**src/rtl/pfc_pkg.sv**
```systemverilog
// Package for the packet framer with CRC-16/CCITT-FALSE.
// Holds the item and result types, the byte-position codes, the framing
// constants and the byte-wise CRC function. No dependencies.
package pfc_pkg;

  // Item kinds carried in tuser of the input channel.
  localparam logic CMD_HEADER  = 1'b0;
  localparam logic CMD_PAYLOAD = 1'b1;

  // Framing constants.
  localparam logic [7:0]  SOF_FIRST  = 8'hAA;
  localparam logic [7:0]  SOF_SECOND = 8'h55;
  localparam logic [15:0] CRC_POLY   = 16'h1021;
  localparam logic [15:0] CRC_INIT   = 16'hFFFF;

  // Position of the next byte within the packet being emitted.
  typedef enum logic [3:0] {
    POS_START,
    POS_SOF1,
    POS_VER,
    POS_TYPE,
    POS_FLAGS,
    POS_SEQ,
    POS_LEN_LO,
    POS_LEN_HI,
    POS_CRC_LO,
    POS_CRC_HI
  } pfc_pos_t;

  // One input item.
  typedef struct packed {
    logic        cmd;
    logic [7:0]  version;
    logic [7:0]  msg_type;
    logic [7:0]  flag_bits;
    logic [15:0] payload_len;
    logic [7:0]  data_byte;
  } pfc_item_t;

  // One result item.
  typedef struct packed {
    logic [7:0] out_byte;
    logic       last_of_run;
    logic       end_of_packet;
    logic       error;
  } pfc_res_t;

  // Feed one byte into a CRC-16/CCITT-FALSE, MSB first.
  function automatic logic [15:0] crc16_feed(logic [15:0] crc, logic [7:0] b);
    logic [15:0] c;
    c = crc ^ {b, 8'h00};
    for (int i = 0; i < 8; i++) begin
      if (c[15]) begin
        c = {c[14:0], 1'b0} ^ CRC_POLY;
      end else begin
        c = {c[14:0], 1'b0};
      end
    end
    return c;
  endfunction

endpackage

```
**src/rtl/pfc_core.sv**
```systemverilog
// Framing sequencer: packet state, byte position, sequence number and CRC.
// Produces one result per step from the held input item.
// Depends on pfc_pkg.
module pfc_core (
  input  logic              clk,
  input  logic              rst_n,
  input  logic              step,
  input  pfc_pkg::pfc_item_t item,
  output pfc_pkg::pfc_res_t  res
);

  pfc_pkg::pfc_pos_t pos_r, pos_nxt;
  logic [7:0]  seq_r, seq_nxt;
  logic [15:0] crc_r, crc_nxt;
  logic [15:0] rem_r, rem_nxt;
  logic        open_r, open_nxt;

  logic        is_hdr;
  logic        err;
  logic [15:0] crc_in;
  logic [15:0] crc_fed;

  assign is_hdr = (item.cmd == pfc_pkg::CMD_HEADER);

  // An item out of sequence is rejected on its first step.
  assign err = (pos_r == pfc_pkg::POS_START) && (is_hdr ? open_r : !open_r);

  // The header CRC starts fresh at the version byte.
  assign crc_in  = (pos_r == pfc_pkg::POS_VER) ? pfc_pkg::CRC_INIT : crc_r;
  assign crc_fed = pfc_pkg::crc16_feed(crc_in, res.out_byte);

  // Result byte and flags for the current position.
  always_comb begin
    res = '0;
    if (err) begin
      res.error       = 1'b1;
      res.last_of_run = 1'b1;
    end else begin
      case (pos_r)
        pfc_pkg::POS_START: begin
          if (is_hdr) begin
            res.out_byte = pfc_pkg::SOF_FIRST;
          end else begin
            res.out_byte    = item.data_byte;
            res.last_of_run = (rem_r != 16'd1);
          end
        end
        pfc_pkg::POS_SOF1:   res.out_byte = pfc_pkg::SOF_SECOND;
        pfc_pkg::POS_VER:    res.out_byte = item.version;
        pfc_pkg::POS_TYPE:   res.out_byte = item.msg_type;
        pfc_pkg::POS_FLAGS:  res.out_byte = item.flag_bits;
        pfc_pkg::POS_SEQ:    res.out_byte = seq_r;
        pfc_pkg::POS_LEN_LO: res.out_byte = item.payload_len[7:0];
        pfc_pkg::POS_LEN_HI: begin
          res.out_byte    = item.payload_len[15:8];
          res.last_of_run = (item.payload_len != 16'd0);
        end
        pfc_pkg::POS_CRC_LO: res.out_byte = crc_r[7:0];
        pfc_pkg::POS_CRC_HI: begin
          res.out_byte      = crc_r[15:8];
          res.end_of_packet = 1'b1;
          res.last_of_run   = 1'b1;
        end
        default: res = '0;
      endcase
    end
  end

  // Next position and packet state.
  always_comb begin
    pos_nxt  = pos_r;
    seq_nxt  = seq_r;
    crc_nxt  = crc_r;
    rem_nxt  = rem_r;
    open_nxt = open_r;
    if (step && !err) begin
      case (pos_r)
        pfc_pkg::POS_START: begin
          if (is_hdr) begin
            pos_nxt = pfc_pkg::POS_SOF1;
          end else begin
            crc_nxt = crc_fed;
            rem_nxt = rem_r - 16'd1;
            pos_nxt = (rem_r == 16'd1) ? pfc_pkg::POS_CRC_LO : pfc_pkg::POS_START;
          end
        end
        pfc_pkg::POS_SOF1: pos_nxt = pfc_pkg::POS_VER;
        pfc_pkg::POS_VER: begin
          crc_nxt = crc_fed;
          pos_nxt = pfc_pkg::POS_TYPE;
        end
        pfc_pkg::POS_TYPE: begin
          crc_nxt = crc_fed;
          pos_nxt = pfc_pkg::POS_FLAGS;
        end
        pfc_pkg::POS_FLAGS: begin
          crc_nxt = crc_fed;
          pos_nxt = pfc_pkg::POS_SEQ;
        end
        pfc_pkg::POS_SEQ: begin
          crc_nxt = crc_fed;
          seq_nxt = seq_r + 8'd1;
          pos_nxt = pfc_pkg::POS_LEN_LO;
        end
        pfc_pkg::POS_LEN_LO: begin
          crc_nxt = crc_fed;
          pos_nxt = pfc_pkg::POS_LEN_HI;
        end
        pfc_pkg::POS_LEN_HI: begin
          crc_nxt = crc_fed;
          if (item.payload_len != 16'd0) begin
            open_nxt = 1'b1;
            rem_nxt  = item.payload_len;
            pos_nxt  = pfc_pkg::POS_START;
          end else begin
            pos_nxt = pfc_pkg::POS_CRC_LO;
          end
        end
        pfc_pkg::POS_CRC_LO: pos_nxt = pfc_pkg::POS_CRC_HI;
        pfc_pkg::POS_CRC_HI: begin
          crc_nxt  = pfc_pkg::CRC_INIT;
          open_nxt = 1'b0;
          rem_nxt  = '0;
          pos_nxt  = pfc_pkg::POS_START;
        end
        default: pos_nxt = pfc_pkg::POS_START;
      endcase
    end
  end

  // State registers.
  always_ff @(posedge clk) begin
    if (!rst_n) begin
      pos_r  <= pfc_pkg::POS_START;
      seq_r  <= '0;
      crc_r  <= pfc_pkg::CRC_INIT;
      rem_r  <= '0;
      open_r <= 1'b0;
    end else begin
      pos_r  <= pos_nxt;
      seq_r  <= seq_nxt;
      crc_r  <= crc_nxt;
      rem_r  <= rem_nxt;
      open_r <= open_nxt;
    end
  end

  // An open packet waiting for its next item always owes at least one payload byte.
  a_open_owes: assert property (@(posedge clk) disable iff (!rst_n)
    (open_r && (pos_r == pfc_pkg::POS_START)) |-> (rem_r != 16'd0))
    else $error("packet open with no payload owed");

  // The end of a packet also ends the item's results.
  a_eop_last: assert property (@(posedge clk) disable iff (!rst_n)
    (step && res.end_of_packet) |-> res.last_of_run)
    else $error("end of packet without last of run");

  // After an item's final result the sequencer is back at the start.
  a_done_start: assert property (@(posedge clk) disable iff (!rst_n)
    (step && res.last_of_run) |=> (pos_r == pfc_pkg::POS_START))
    else $error("sequencer not at start after final result");

  // A rejected item leaves the packet state untouched.
  a_err_hold: assert property (@(posedge clk) disable iff (!rst_n)
    (step && res.error) |=> ($stable(seq_r) && $stable(crc_r) && $stable(rem_r)
                             && $stable(open_r)))
    else $error("error result changed packet state");

endmodule

```
**src/rtl/packet_framer_crc16.sv**
```systemverilog
// Packet framer with CRC-16/CCITT-FALSE. The first result is registered in the output
// register from the item held in the input register. Payload items run at one per cycle
// while the output is not stalled, the last one of a packet also emitting both CRC bytes;
// a header emits both SOF bytes, version, type, flags, sequence and both length bytes,
// and both CRC bytes with zero length; the one-byte-per-cycle output register sets this.
// Reset clears both channels, the sequence number and packet state, and loads CRC_INIT.
module packet_framer_crc16 (
  input  logic        clk,
  input  logic        rst_n,
  input  logic        in_tvalid,
  output logic        in_tready,
  // version[7:0], msg_type[15:8], flag_bits[23:16], payload_len[39:24], data_byte[47:40]
  input  logic [47:0] in_tdata,
  // cmd[0]
  input  logic        in_tuser,
  output logic        out_tvalid,
  input  logic        out_tready,
  // out_byte[7:0]
  output logic [7:0]  out_tdata,
  output logic        out_tlast,
  // end_of_packet[0], error[1]
  output logic [1:0]  out_tuser
);

  pfc_pkg::pfc_item_t item_r, item_nxt;
  logic               item_vld_r, item_vld_nxt;
  pfc_pkg::pfc_res_t  res;
  pfc_pkg::pfc_res_t  res_r, res_nxt;
  logic               out_vld_r, out_vld_nxt;
  logic               step;
  logic               in_take;

  // The sequencer advances whenever an item is held and the output register can take a byte.
  assign step      = item_vld_r && (!out_vld_r || out_tready);
  assign in_tready = !item_vld_r || (step && res.last_of_run);
  assign in_take   = in_tvalid && in_tready;

  // Input register.
  always_comb begin
    item_nxt     = item_r;
    item_vld_nxt = item_vld_r;
    if (in_take) begin
      item_nxt.cmd         = in_tuser;
      item_nxt.version     = in_tdata[7:0];
      item_nxt.msg_type    = in_tdata[15:8];
      item_nxt.flag_bits   = in_tdata[23:16];
      item_nxt.payload_len = in_tdata[39:24];
      item_nxt.data_byte   = in_tdata[47:40];
      item_vld_nxt         = 1'b1;
    end else if (step && res.last_of_run) begin
      item_vld_nxt = 1'b0;
    end
  end

  // Output register.
  always_comb begin
    res_nxt     = res_r;
    out_vld_nxt = out_vld_r;
    if (step) begin
      res_nxt     = res;
      out_vld_nxt = 1'b1;
    end else if (out_tready) begin
      out_vld_nxt = 1'b0;
    end
  end

  always_ff @(posedge clk) begin
    if (!rst_n) begin
      item_vld_r <= 1'b0;
      out_vld_r  <= 1'b0;
    end else begin
      item_vld_r <= item_vld_nxt;
      out_vld_r  <= out_vld_nxt;
    end
  end

  always_ff @(posedge clk) begin
    item_r <= item_nxt;
    res_r  <= res_nxt;
  end

  pfc_core u_core (
    .clk   (clk),
    .rst_n (rst_n),
    .step  (step),
    .item  (item_r),
    .res   (res)
  );

  assign out_tvalid = out_vld_r;
  assign out_tdata  = res_r.out_byte;
  assign out_tlast  = res_r.last_of_run;
  assign out_tuser  = {res_r.error, res_r.end_of_packet};

  // A result waiting on the output is never overwritten.
  a_out_hold: assert property (@(posedge clk) disable iff (!rst_n)
    (out_vld_r && !out_tready) |-> !step)
    else $error("output overwritten while stalled");

  // An error result carries a zero byte and ends its run.
  a_err_form: assert property (@(posedge clk) disable iff (!rst_n)
    (out_vld_r && res_r.error) |-> (out_tlast && (res_r.out_byte == 8'd0)))
    else $error("malformed error result");

  // A new item is only taken into an empty or draining input register.
  a_in_free: assert property (@(posedge clk) disable iff (!rst_n)
    (in_take && item_vld_r) |-> (step && res.last_of_run))
    else $error("input register overwritten");

endmodule
```
**config.mk**
```make
export PLATFORM = sky130hd
export DESIGN_NAME = packet_framer_crc16
export DESIGN_NICKNAME = d
export VERILOG_FILES = /design/src/rtl/pfc_pkg.sv /design/src/rtl/pfc_core.sv /design/src/rtl/packet_framer_crc16.sv
export SDC_FILE = /design/constraint.sdc
export NUM_CORES = 1
export LEC_CHECK = 0
export ABC_AREA = 1
export BUFFER_PORTS_ARGS = -buffer_cell sky130_fd_sc_hd__clkbuf_2
export CORE_MARGIN = 2
export CORE_UTILIZATION = 40
export CTS_CLUSTER_SIZE = 30
export DETAILED_ROUTE_END_ITERATION = 12
export PLACE_DENSITY = 0.64
export RECOVER_POWER = 100
export SYNTH_ARGS = -nofsm -noshare
export SYNTH_HDL_FRONTEND = slang
export SYNTH_HIERARCHICAL = 1
export SYNTH_SLANG_ARGS = --single-unit
```
**constraint.sdc**
```tcl
create_clock -name clk -period 11.6 [get_ports clk]
set_input_delay 1.16 -clock clk [delete_from_list [all_inputs] [get_ports clk]]
set_output_delay 1.16 -clock clk [all_outputs]
set_load 0.01 [all_outputs]
```
==> run_results.csv, run 1 <==
group,metric,value,unit
status,run_status,"complete, but fails checks",
status,failed_checks,"capacitance limit, slew limit",
logic_synthesis,syn_area,5530,um^2
clock_network,cts.clk_slew.worst_paths,0.07,ns
die,start_util,41.3,%
critical_path,path_class,"reg -> reg",
critical_path,required,11.52,ns
route,ant_nets,0,
die,rows,42,
logic_synthesis,synth_cells,699,
final_layout,fin_cells,934,
die,dieHeight,122,um
power_and_ir_drop,ir_drop,95.9,uV
timing,rsz0062_at_grt,"false",
critical_path,reg2reg_from,"u_core/pos_r[0]$_SDFFE_PN0P_",
clock_network,post_cts_resized,0,
logic_synthesis,ys_ff_latch,107,
logic_synthesis,ys_warn_count,6,
clock_network,tritoncts,"built",
die,core-area,13400,um^2
worst_hold_path,min_path_type,"reg -> reg",
route,drc,0,
route,wl_per_cell,14.1,um
global_route,gr-total-overflow,0,
global_route,met1_usage,26.5,%
route,dr.pass1.iters,5,
critical_path,startpoint_type,"register",
global_route,grt_first_pass_wirelength,21400,um
placed_design,dp_cells,918,
run,maxCapViolations,3,
clock_network,clk-insertion-delay-late,0.35,ns
worst_hold_path,hold_depth,2,
route,vias,4812,
placed_design,numPortBuffers,65,
power_and_ir_drop,p_per_area,160,nW/um^2
clock_network,cts.sinks,107,
timing,max_freq,196,MHz
placed_design,gp_congestion,0.906,
final_layout,drive_gt1_share,12.5,%
critical_path,critPathArrivalTime,5.02,ns
critical_path,r2r_end,"item_r[24]$_DFFE_PP_",
global_route,grt_pass1_vias,4263,
timing,fin_skew,0.00819,ns
die,ios,66,
timing,setup_tns,0,ns
global_route,antenna_found_initial,0,
clock_network,hold_buffers,0,
logic_synthesis,syn_area_per_cell,7.92,um^2
critical_path,critPathCaptureType,"register",
clock_network,cts_buffer_depth,2,
worst_hold_path,min_from,"u_core/seq_r[7]$_SDFFE_PN0P_",
clock_network,cts_buffers,9,
logic_synthesis,ys_types,35,
timing,slew_violations,99,
logic_synthesis,yosysSeqAreaShare,49.6,%
global_route,met2_usage,27.9,%
timing,hold_viol,0,
route,totalWireLength,13200,um
final_layout,fill_cells,1336,
final_layout,final_nets,809,
final_layout,antennaDiodeCount,0,
worst_hold_path,hold_end,"u_core/seq_r[7]$_SDFFE_PN0P_",
clock_network,post_cts_buffers,0,
global_route,busiest_layer,"met2",
timing,setup_viol,0,
placed_design,hpwlAfterDp,9830,um
global_route,grt_max_degree,50,
critical_path,r2r.worst_path.cells,9,
clock_network,root_buffer,"clkbuf_16",
timing,period_needed,5.10,ns
critical_path,path_max_fanout,49,
final_layout,syn_to_final_growth,11.8,%
logic_synthesis,syn_nets,755,
route,viasPerCell,5.15,
global_route,grt_usage,18.7,%
die,die_w,122,um
timing,slew_headroom,-66.9,%
timing,period_share,43.9,%
timing,tightest_slew,2.50,ns
global_route,use_met3,3.28,%
critical_path,reg2reg_slack,6.50,ns
route,drt_iter0_drc,390,
power_and_ir_drop,power_leakage,2.69,nW
final_layout,finish.utilization,46.2,%
die,dieArea,14800,um^2
clock_network,htreeDepth,3,
-- worst max-delay path by stage --
stage / startpoint / to
4_1_cts: u_core/pos_r[0]$_SDFFE_PN0P_ / in_tready
2_1_floorplan: u_core/pos_r[3]$_SDFFE_PN0P_ / item_r[0]$_DFFE_PP_
6_report: u_core/pos_r[0]$_SDFFE_PN0P_ / item_r[24]$_DFFE_PP_
3_3_place_gp: out_tready / u_core/crc_r[3]$_SDFFE_PN1P_
5_1_grt: u_core/pos_r[0]$_SDFFE_PN0P_ / item_r[24]$_DFFE_PP_
3_5_place_dp: out_tready / u_core/crc_r[3]$_SDFFE_PN1P_
-- synthesized netlist by cell type (all sizes together) --
cell type  instances  area share [%]
nand3b             3            0.41
nand2            196              14
a22oi              4            0.54
nor2              80             6.5
a211oi             2            0.27
a211o              1            0.16
a21o               1            0.14
nor3               6            0.54
inv               68             4.6
nand3            102             9.5
o22ai              6            0.68
nand4              3            0.34
nor4               3            0.34
o21ai             38             3.4
a21oi             30             2.8
o211ai             1            0.14
clkbuf             8            0.54
dfxtp             47              17
xnor2              4            0.63
xor2               8             1.3
ha                 3            0.68
a31oi              9             1.0
buf               16             1.9
edfxtp            60              33
-- metal layers --
layer	wire [um]	part of all wire, %	up-vias
met5	0	0	-
met1	6240	47	2169
met2	5740	43	184
met4	276	2.1	0
met3	950	7.2	17
li1	-	-	2442
-- per-stage QoR --
stage	instance area (um^2)	hold slack (ns)	setup slack (ns)	power [W]
global placement	5970	0.458	8.23	0.000701
CTS	6250	0.482	7.90	0.000998
global route	6180	0.513	5.96	0.00105
detailed placement	5970	0.470	8.17	0.000706
finish	6180	0.478	6.50	0.000988
floorplan	5530	0.445	7.39	0.000648
-- cell usage in the layout, fill, tap and decap left out, types with 8 or more instances in the layout --
cell type,synthesis,routed
o21ai_0,30,36
nor2_1,69,73
clkbuf_1,8,17
nand2_1,182,187
clkbuf_2,0,51
a21oi_1,29,28
dfxtp_1,47,47
a31oi_1,9,9
inv_2,11,9
xor2_1,8,8
nand3_1,99,99
inv_1,57,59
clkbuf_16,0,9
nand2_2,13,9
edfxtp_1,60,60
-- logic make-up after synthesis --
kind of cell               count (synthesis)  share of synthesized area, %
and+or+nand+nor                          393                          31.6
DFF                                      107                          49.6
buffers and inverters                     92                          7.08
AOI/OAI and AO/OA                         92                          9.16
adders and majority gates                  3                         0.678
xor gates and xnor gates                  12                          1.90
-- area by class of cell --
| class | count | area (um^2) | area share (%) |
|---|---|---|---|
| Clock buffer | 11 | 243 | 3.92 |
| Clock inverter | 5 | 36.3 | 0.587 |
| Inverter | 68 | 255 | 4.13 |
| Multi-Input combinational cell | 500 | 2370 | 38.4 |
| Sequential cell | 107 | 2740 | 44.3 |
| Tap cell | 176 | 220 | 3.56 |
| Timing Repair Buffer | 67 | 315 | 5.10 |
-- worst max-delay path: stages (launching register included) --
cell and delay [ns]:
dfxtp_1 0.39, nor2_1 1.15, nand2_1 0.49, nor2_1 0.25, nand2_1 0.09, nand2_1 0.12
a211o_1 0.15, nand2_1 0.11, a21oi_4 0.12, clkbuf_1 1.77
-- sequential cells by signal, indices dropped and copies added, names as in the netlist --
register / flops
item_r: 49
u_core/crc_r: 16
u_core/rem_r: 16
out_tdata: 8
u_core/seq_r: 8
u_core/pos_r: 4
out_tuser: 2
item_vld_r: 1
out_tlast: 1
out_tvalid: 1
u_core/open_r: 1
-- where the power goes --
| part | switching [W] | total (W) | leakage, nW | internal, W |
|---|---|---|---|---|
| clock network | 0.000139 | 0.000291 | 0.130 | 0.000152 |
| logic | 0.000159 | 0.000241 | 1.59 | 0.0000820 |
| registers | 0.0000203 | 0.000456 | 0.963 | 0.000436 |
| total | 0.000318 | 0.000988 | 2.69 | 0.000671 |
(Power assumes the default switching activity.)
==> run 2: changes to the inputs <==
--- a/config.mk
+++ b/config.mk
@@ -5,13 +5,13 @@
 export SDC_FILE = /design/constraint.sdc
 export NUM_CORES = 1
 export LEC_CHECK = 0
-export ABC_AREA = 1
+export ABC_AREA = 0
 export BUFFER_PORTS_ARGS = -buffer_cell sky130_fd_sc_hd__clkbuf_2
 export CORE_MARGIN = 2
 export CORE_UTILIZATION = 40
 export CTS_CLUSTER_SIZE = 30
 export DETAILED_ROUTE_END_ITERATION = 12
-export PLACE_DENSITY = 0.64
+export PLACE_DENSITY = 0.67
 export RECOVER_POWER = 100
 export SYNTH_ARGS = -nofsm -noshare
 export SYNTH_HDL_FRONTEND = slang
==> constraint.sdc (replaced) <==
create_clock -name clk -period 4.34 [get_ports clk]
set_input_delay 0.434 -clock clk [delete_from_list [all_inputs] [get_ports clk]]
set_output_delay 0.434 -clock clk [all_outputs]
set_load 0.01 [all_outputs]
==> run 2 against run 1 <==
The flow still finishes with violations (capacitance limit, slew limit). Combinational power is 6% higher. Register-to-register slack got worse by 5.9 ns. Clock power rose to 3.1 times the previous value. Total power up 140%. Highest routed layer unchanged.
==> run_results.csv, run 2 <==
group,metric,value,unit
critical_path,critPathArrivalTime,3.94,ns
logic_synthesis,syn_area_per_cell,10.2,um^2
placed_design,placed_area,5950,um^2
logic_synthesis,syn_nets,594,
placed_design,pre_cts_ws,1.25,ns
placed_design,dp_cells,754,
final_layout,syn_to_final_growth,13.5,%
final_layout,drive_gt1_share,13.8,%
die,core-area,13300,um^2
global_route,gr-total-overflow,0,
timing,setup_ws,0.644,ns
critical_path,path_max_fanout,22,
route,drc,0,
global_route,grt_pass1_vias,4226,
clock_network,hold_buffers,0,
power_and_ir_drop,p_per_area,374,nW/um^2
logic_synthesis,synth.area.top_cells,"edfxtp_1 33%, dfxtp_1 17%, xnor2_1 4.0%",
critical_path,critPathCaptureType,"register",
power_and_ir_drop,power_leakage,2.34,nW
die,rows,42,
critical_path,cp_common_cell,"nand2_1",
die,dieArea,14600,um^2
final_layout,antennaDiodeCount,0,
clock_network,htreeDepth,3,
final_layout,largest_registers,"item_r x49, u_core/crc_r x16, u_core/rem_r x16",
logic_synthesis,synth_cells,538,
power_and_ir_drop,pwr-share-seq,50.8,%
power_and_ir_drop,power_frac_clock,38.3,%
final_layout,largest_reg_flops,49,
logic_synthesis,ys_warn_count,6,
route,wl_per_cell,18.2,um
critical_path,cp_top_family,"simple AND/OR/NAND/NOR gates",
placed_design,numPortBuffers,65,
run,maxCapViolations,1,
clock_network,clk-insertion-delay-late,0.35,ns
critical_path,cp.depth,9,
worst_hold_path,hold_depth,1,
clock_network,cts_buffer_depth,2,
die,dieHeight,121,um
clock_network,tritoncts,"built",
placed_design,hpwlAfterDp,10300,um
critical_path,r2r.worst_path.cells,9,
timing,period_share,85.2,%
final_layout,top_register,"item_r",
logic_synthesis,yosysSeqAreaShare,50.1,%
logic_synthesis,synth_top_area_share,32.9,%
route,dr.pass1.iters,5,
global_route,grt_max_degree,50,
clock_network,post_cts_resized,0,
timing,slew_violations,39,
global_route,grt_first_pass_wirelength,22100,um
logic_synthesis,synth-edff-count,60,
clock_network,cts.sinks,107,
critical_path,required,4.58,ns
route,viasPerCell,5.75,
power_and_ir_drop,finalPower,0.00232,W
timing,period_needed,3.70,ns
power_and_ir_drop,p_sw_share,23.9,%
placed_design,gp_congestion,0.937,
timing,setup_viol,0,
logic_synthesis,synthMuxAreaShare,2.60,%
critical_path,worstPathCellList,"clkbuf_1, nor4_1, nand2_1, nand2_1, nor2_1, mux2_1, xor2_1, xnor2_1, o22a_1",
power_and_ir_drop,power_frac_comb,11.0,%
timing,tightest_slew,1.54,ns
power_and_ir_drop,ir_drop,326,uV
status,failed_checks,"capacitance limit, slew limit",
logic_synthesis,synth_top_family_by_area,"simple AND/OR/NAND/NOR gates",
route,drt_iter0_drc,503,
timing,slew_headroom,-2.96,%
logic_synthesis,async_reset_ff_share,0,%
critical_path,path_class,"reg -> reg",
clock_network,cts_buffers,9,
critical_path,crit_slowest_cell,"nor4_1",
logic_synthesis,synth_top_cell_by_area,"edfxtp_1",
final_layout,mostFrequentLayoutCells,"60 x edfxtp_1, 50 x clkbuf_2, 47 x dfxtp_1",
critical_path,startpoint_type,"register",
global_route,grt_usage,19.8,%
logic_synthesis,yosysMostFrequentCell,"edfxtp_1",
timing,max_freq,271,MHz
logic_synthesis,synth_xor_xnor_area_share,5.85,%
critical_path,crit_path_end,"u_core/crc_r[12]$_SDFFE_PN1P_",
critical_path,cp_num_buf_inv,1,
power_and_ir_drop,power.internal,0.00177,W
timing,rsz0062_at_grt,"false",
clock_network,root_buffer,"clkbuf_16",
clock_network,cts.clk_slew.worst_paths,0.07,ns
route,ant_nets,0,
logic_synthesis,synth_compound_area_share,17.5,%
logic_synthesis,ys_types,75,
route,totalWireLength,14000,um
worst_hold_path,min_path_type,"in -> reg",
critical_path,r2r_end,"u_core/crc_r[12]$_SDFFE_PN1P_",
clock_network,post_cts_buffers,0,
logic_synthesis,ys_ff_latch,107,
final_layout,finish.instance_area,6220,um^2
critical_path,startpoint,"u_core/pos_r[1]$_SDFFE_PN0P_",
final_layout,final_nets,645,
logic_synthesis,synth_common_cells,"60 x edfxtp_1, 47 x dfxtp_1, 37 x nor2_1, 33 x nand2_1, 26 x a21oi_1",
route,vias,4428,
timing,setup_tns,0,ns
logic_synthesis,synth_top_flop_cell,"edfxtp_1",
timing,fin_skew,0.00661,ns
final_layout,fin_cells,770,
global_route,antenna_found_initial,0,
final_layout,final_common_cell,"edfxtp_1",
die,die_w,121,um
die,start_util,41.2,%
die,ios,66,
logic_synthesis,synthAdderAreaFrac,0.685,%
logic_synthesis,syn_area,5480,um^2
logic_synthesis,synthSimpleGateAreaFrac,19.2,%
power_and_ir_drop,p_sw,0.000555,W
critical_path,reg2reg_from,"u_core/pos_r[1]$_SDFFE_PN0P_",
timing,hold_viol,0,
critical_path,max_stage_delay,0.81,ns
status,run_status,"complete, but fails checks",
critical_path,reg2reg_slack,0.64,ns
## run 2: cell types whose count changed after synthesis, sizes merged, moves of 19 or more
| cell | before | now |
|---|---|---|
| nor2 | 80 | 37 |
| inv | 68 | 18 |
| nand2 | 196 | 34 |
| and2 | 0 | 19 |
| xnor2 | 4 | 26 |
| nand3 | 102 | 12 |
## run 2: logic make-up after synthesis
| family | count (synthesis) |
|---|---|
| xor gates and xnor gates | 34 |
| muxes | 14 |
| buffers and inverters | 53 |
| DFF | 107 |
| AOI/OAI and AO/OA | 140 |
| adders and majority gates | 3 |
| and+or+nand+nor | 187 |
## run 2: worst register-to-register path: cells and delay by family (launching register included)
kind	cells	cell delay, ns
AOI/OAI and AO/OA	1	0.17
and+or+nand+nor	4	1.63
xor gates and xnor gates	2	0.47
buffers and inverters	1	0.48
DFF	1	0.50
muxes	1	0.33
## run 2: worst min path at each step
stage	startpoint	end
after floorplan	u_core/seq_r[7]$_SDFFE_PN0P_	u_core/seq_r[7]$_SDFFE_PN0P_
after global placement	u_core/seq_r[7]$_SDFFE_PN0P_	u_core/seq_r[7]$_SDFFE_PN0P_
after detailed placement	u_core/seq_r[7]$_SDFFE_PN0P_	u_core/seq_r[7]$_SDFFE_PN0P_
after CTS	in_tdata[8]	item_r[32]$_DFFE_PP_
after global routing	in_tdata[46]	item_r[6]$_DFFE_PP_
final	in_tdata[13]	item_r[37]$_DFFE_PP_
## run 2: metal layers
metal,global-route usage (%),part of all wire (%),vias up
met5,0,0,-
met4,7.99,2.4,0
met3,4.70,7.5,27
met2,31.6,47,210
met1,25.9,43,2092
li1,-,-,2099
## run 2: area by class of cell
class	instances	area (um^2)
well taps	176	220
multi-input cells	378	2490
flip-flops and latches	107	2740
clock inverters	5	85.1
repair buffers	75	367
fillers	1250	7080
inverters	18	67.6
clock buffers	11	243
## run 2: stage by stage
stage | utilization [%] | hold WS, ns
2_1_floorplan | - | 0.453
4_1_cts | 47.2 | 0.240
5_1_grt | 46.8 | 0.237
3_5_place_dp | 44.8 | 0.484
6_report | 46.8 | 0.251
3_3_place_gp | 44.8 | 0.475
## run 2: power by group through the flow
stage	combinational, W	sequential [W]	clock (W)
floorplan	0.000181	0.00118	0
global placement	0.000254	0.00120	0
detailed placement	0.000261	0.00120	0
CTS	0.000261	0.00118	0.000908
global route	0.000281	0.00118	0.000951
finish	0.000255	0.00118	0.000889
==> run 3: changes to the inputs <==
--- a/config.mk
+++ b/config.mk
@@ -11,7 +11,7 @@
 export CORE_UTILIZATION = 40
 export CTS_CLUSTER_SIZE = 30
 export DETAILED_ROUTE_END_ITERATION = 12
-export PLACE_DENSITY = 0.67
+export PLACE_DENSITY = 0.64
 export RECOVER_POWER = 100
 export SYNTH_ARGS = -nofsm -noshare
 export SYNTH_HDL_FRONTEND = slang
==> constraint.sdc (replaced) <==
create_clock -name clk -period 4.8 [get_ports clk]
set_input_delay 0.48 -clock clk [delete_from_list [all_inputs] [get_ports clk]]
set_output_delay 0.48 -clock clk [all_outputs]
set_load 0.01 [all_outputs]
==> run 3 against run 2 <==
The flow still finishes with violations (capacitance limit, slew limit). Via count is 0.68% higher. Final cell count down 0.13%. Setup slack better by 0.40 ns. Total power fell by 15%. Global-route usage rose by 0.45 points. Die area stayed put. Combinational power fell by 11%. Routed wire length rose by 2.9%. Fmax decreased by 1.5%. Core utilization shrank 0.53 points. Clock skew grew 0.0024 ns. Flip-flop and latch count unchanged.
==> run_results.csv, run 3 (synthesis results as in run 2) <==
group,metric,value,unit
critical_path,critPathArrivalTime,3.99,ns
clock_network,cts.sinks,107,
power_and_ir_drop,power_leakage,2.30,nW
global_route,grt_max_degree,50,
die,die_w,121,um
global_route,met1_usage,28.9,%
global_route,grt_first_pass_wirelength,22700,um
timing,rsz0062_at_grt,"false",
power_and_ir_drop,p_per_area,321,nW/um^2
final_layout,top_register,"item_r",
clock_network,post_cts_buffers,0,
critical_path,critPathCaptureType,"register",
clock_network,clk-insertion-delay-late,0.36,ns
route,vias,4458,
global_route,met2_usage,29.7,%
run,maxCapViolations,1,
critical_path,path_max_fanout,21,
final_layout,largest_registers,"item_r x49, u_core/crc_r x16, u_core/rem_r x16",
power_and_ir_drop,p_sw_share,25.4,%
placed_design,numPortBuffers,65,
power_and_ir_drop,ir_drop,226,uV
worst_hold_path,min_path_type,"in -> reg",
route,viasPerCell,5.80,
power_and_ir_drop,power_frac_clock,34.3,%
global_route,busiest_layer,"met2",
final_layout,fill_cells,1264,
timing,period_share,78.2,%
timing,tightest_slew,1.56,ns
die,rows,42,
final_layout,drive_gt1_share,13.0,%
final_layout,mostFrequentLayoutCells,"60 x edfxtp_1, 50 x clkbuf_2, 47 x dfxtp_1",
timing,fin_skew,0.00898,ns
route,dr.pass1.iters,5,
route,wl_per_cell,18.8,um
route,ant_nets,0,
clock_network,cts_buffer_depth,2,
timing,slew_violations,39,
clock_network,post_cts_resized,0,
critical_path,path_class,"reg -> reg",
final_layout,final_common_cell,"edfxtp_1",
clock_network,root_buffer,"clkbuf_16",
power_and_ir_drop,pwr-share-seq,54.1,%
die,dieArea,14600,um^2
placed_design,hpwlAfterDp,10200,um
timing,hold_viol,0,
global_route,grt_pass1_vias,4160,
placed_design,gp_congestion,0.967,
global_route,gr-total-overflow,0,
timing,setup_tns,0,ns
power_and_ir_drop,power.internal,0.00147,W
critical_path,startpoint_type,"register",
die,ios,66,
power_and_ir_drop,power_frac_comb,11.6,%
timing,max_freq,267,MHz
route,totalWireLength,14400,um
timing,slew_headroom,-4.06,%
clock_network,htreeDepth,3,
clock_network,cts.clk_slew.worst_paths,0.07,ns
final_layout,syn_to_final_growth,12.2,%
clock_network,cts_buffers,9,
route,drt_iter0_drc,341,
power_and_ir_drop,finalPower,0.00197,W
final_layout,largest_reg_flops,49,
die,start_util,41.2,%
die,dieHeight,121,um
die,core-area,13300,um^2
status,failed_checks,"capacitance limit, slew limit",
timing,setup_viol,0,
clock_network,tritoncts,"built",
final_layout,antennaDiodeCount,0,
global_route,antenna_found_initial,0,
status,run_status,"complete, but fails checks",
power_and_ir_drop,p_sw,0.000500,W
clock_network,hold_buffers,0,
critical_path,required,5.04,ns
global_route,use_met3,3.90,%
final_layout,final_nets,644,
route,drc,0,
global_route,grt_usage,20.2,%
timing,period_needed,3.75,ns
-- run 3: power by group through the flow --
stage / Combinational (W) / Sequential [W] / Clock [W]
after floorplan: 0.000163 / 0.00107 / 0
after global placement: 0.000229 / 0.00109 / 0
after detailed placement: 0.000234 / 0.00109 / 0
after CTS: 0.000235 / 0.00107 / 0.000691
after global routing: 0.000252 / 0.00107 / 0.000726
final: 0.000228 / 0.00107 / 0.000677
-- run 3: final timing paths --
path / start / to / slack (ns) / depth (start not counted)
max reg2reg: u_core/pos_r[0]$_SDFFE_PN0P_ / u_core/crc_r[5]$_SDFFE_PN1P_ / 1.05 / 9
max: u_core/pos_r[0]$_SDFFE_PN0P_ / u_core/crc_r[5]$_SDFFE_PN1P_ / 1.05 / 9
min: in_tdata[30] / item_r[14]$_DFFE_PP_ / 0.29 / 1
min reg2reg: u_core/seq_r[7]$_SDFFE_PN0P_ / u_core/seq_r[7]$_SDFFE_PN0P_ / 0.53 / 2
-- run 3: layout make-up --
class | instances | area [um^2] | share of cell area, %
Tap cell | 176 | 220 | 3.58
Inverter | 18 | 67.6 | 1.10
Timing Repair Buffer | 74 | 359 | 5.84
Clock inverter | 5 | 30.0 | 0.489
Sequential cell | 107 | 2740 | 44.6
Clock buffer | 11 | 233 | 3.79
Multi-Input combinational cell | 378 | 2490 | 40.6
-- run 3: critical path, cell delays in order, from the launching register on --
cell and delay [ns]:
dfxtp_1 0.50, clkbuf_1 0.47, nor4_1 0.85, nand2_1 0.30, nand2_1 0.43, nor2_1 0.14
mux2_1 0.34, xor2_1 0.31, xnor2_1 0.12, o22a_1 0.16
-- run 3: routing by layer --
| layer | wire [um] | vias up |
|---|---|---|
| li1 | - | 2093 |
| met1 | 6560 | 2105 |
| met2 | 6330 | 226 |
| met3 | 1090 | 34 |
| met4 | 450 | 0 |
| met5 | 0 | - |
-- run 3: stage by stage --
stage | hold slack, ns | instance area [um^2] | instances | setup slack, ns | util, %
finish | 0.290 | 6150 | 769 | 1.05 | 46.2
detailed placement | 0.495 | 5940 | 753 | 1.81 | 44.7
global route | 0.283 | 6150 | 769 | 0.780 | 46.2
global placement | 0.480 | 5940 | 753 | 1.87 | 44.7
floorplan | 0.453 | 5480 | 538 | 0.464 | -
CTS | 0.284 | 6210 | 769 | 1.49 | 46.7
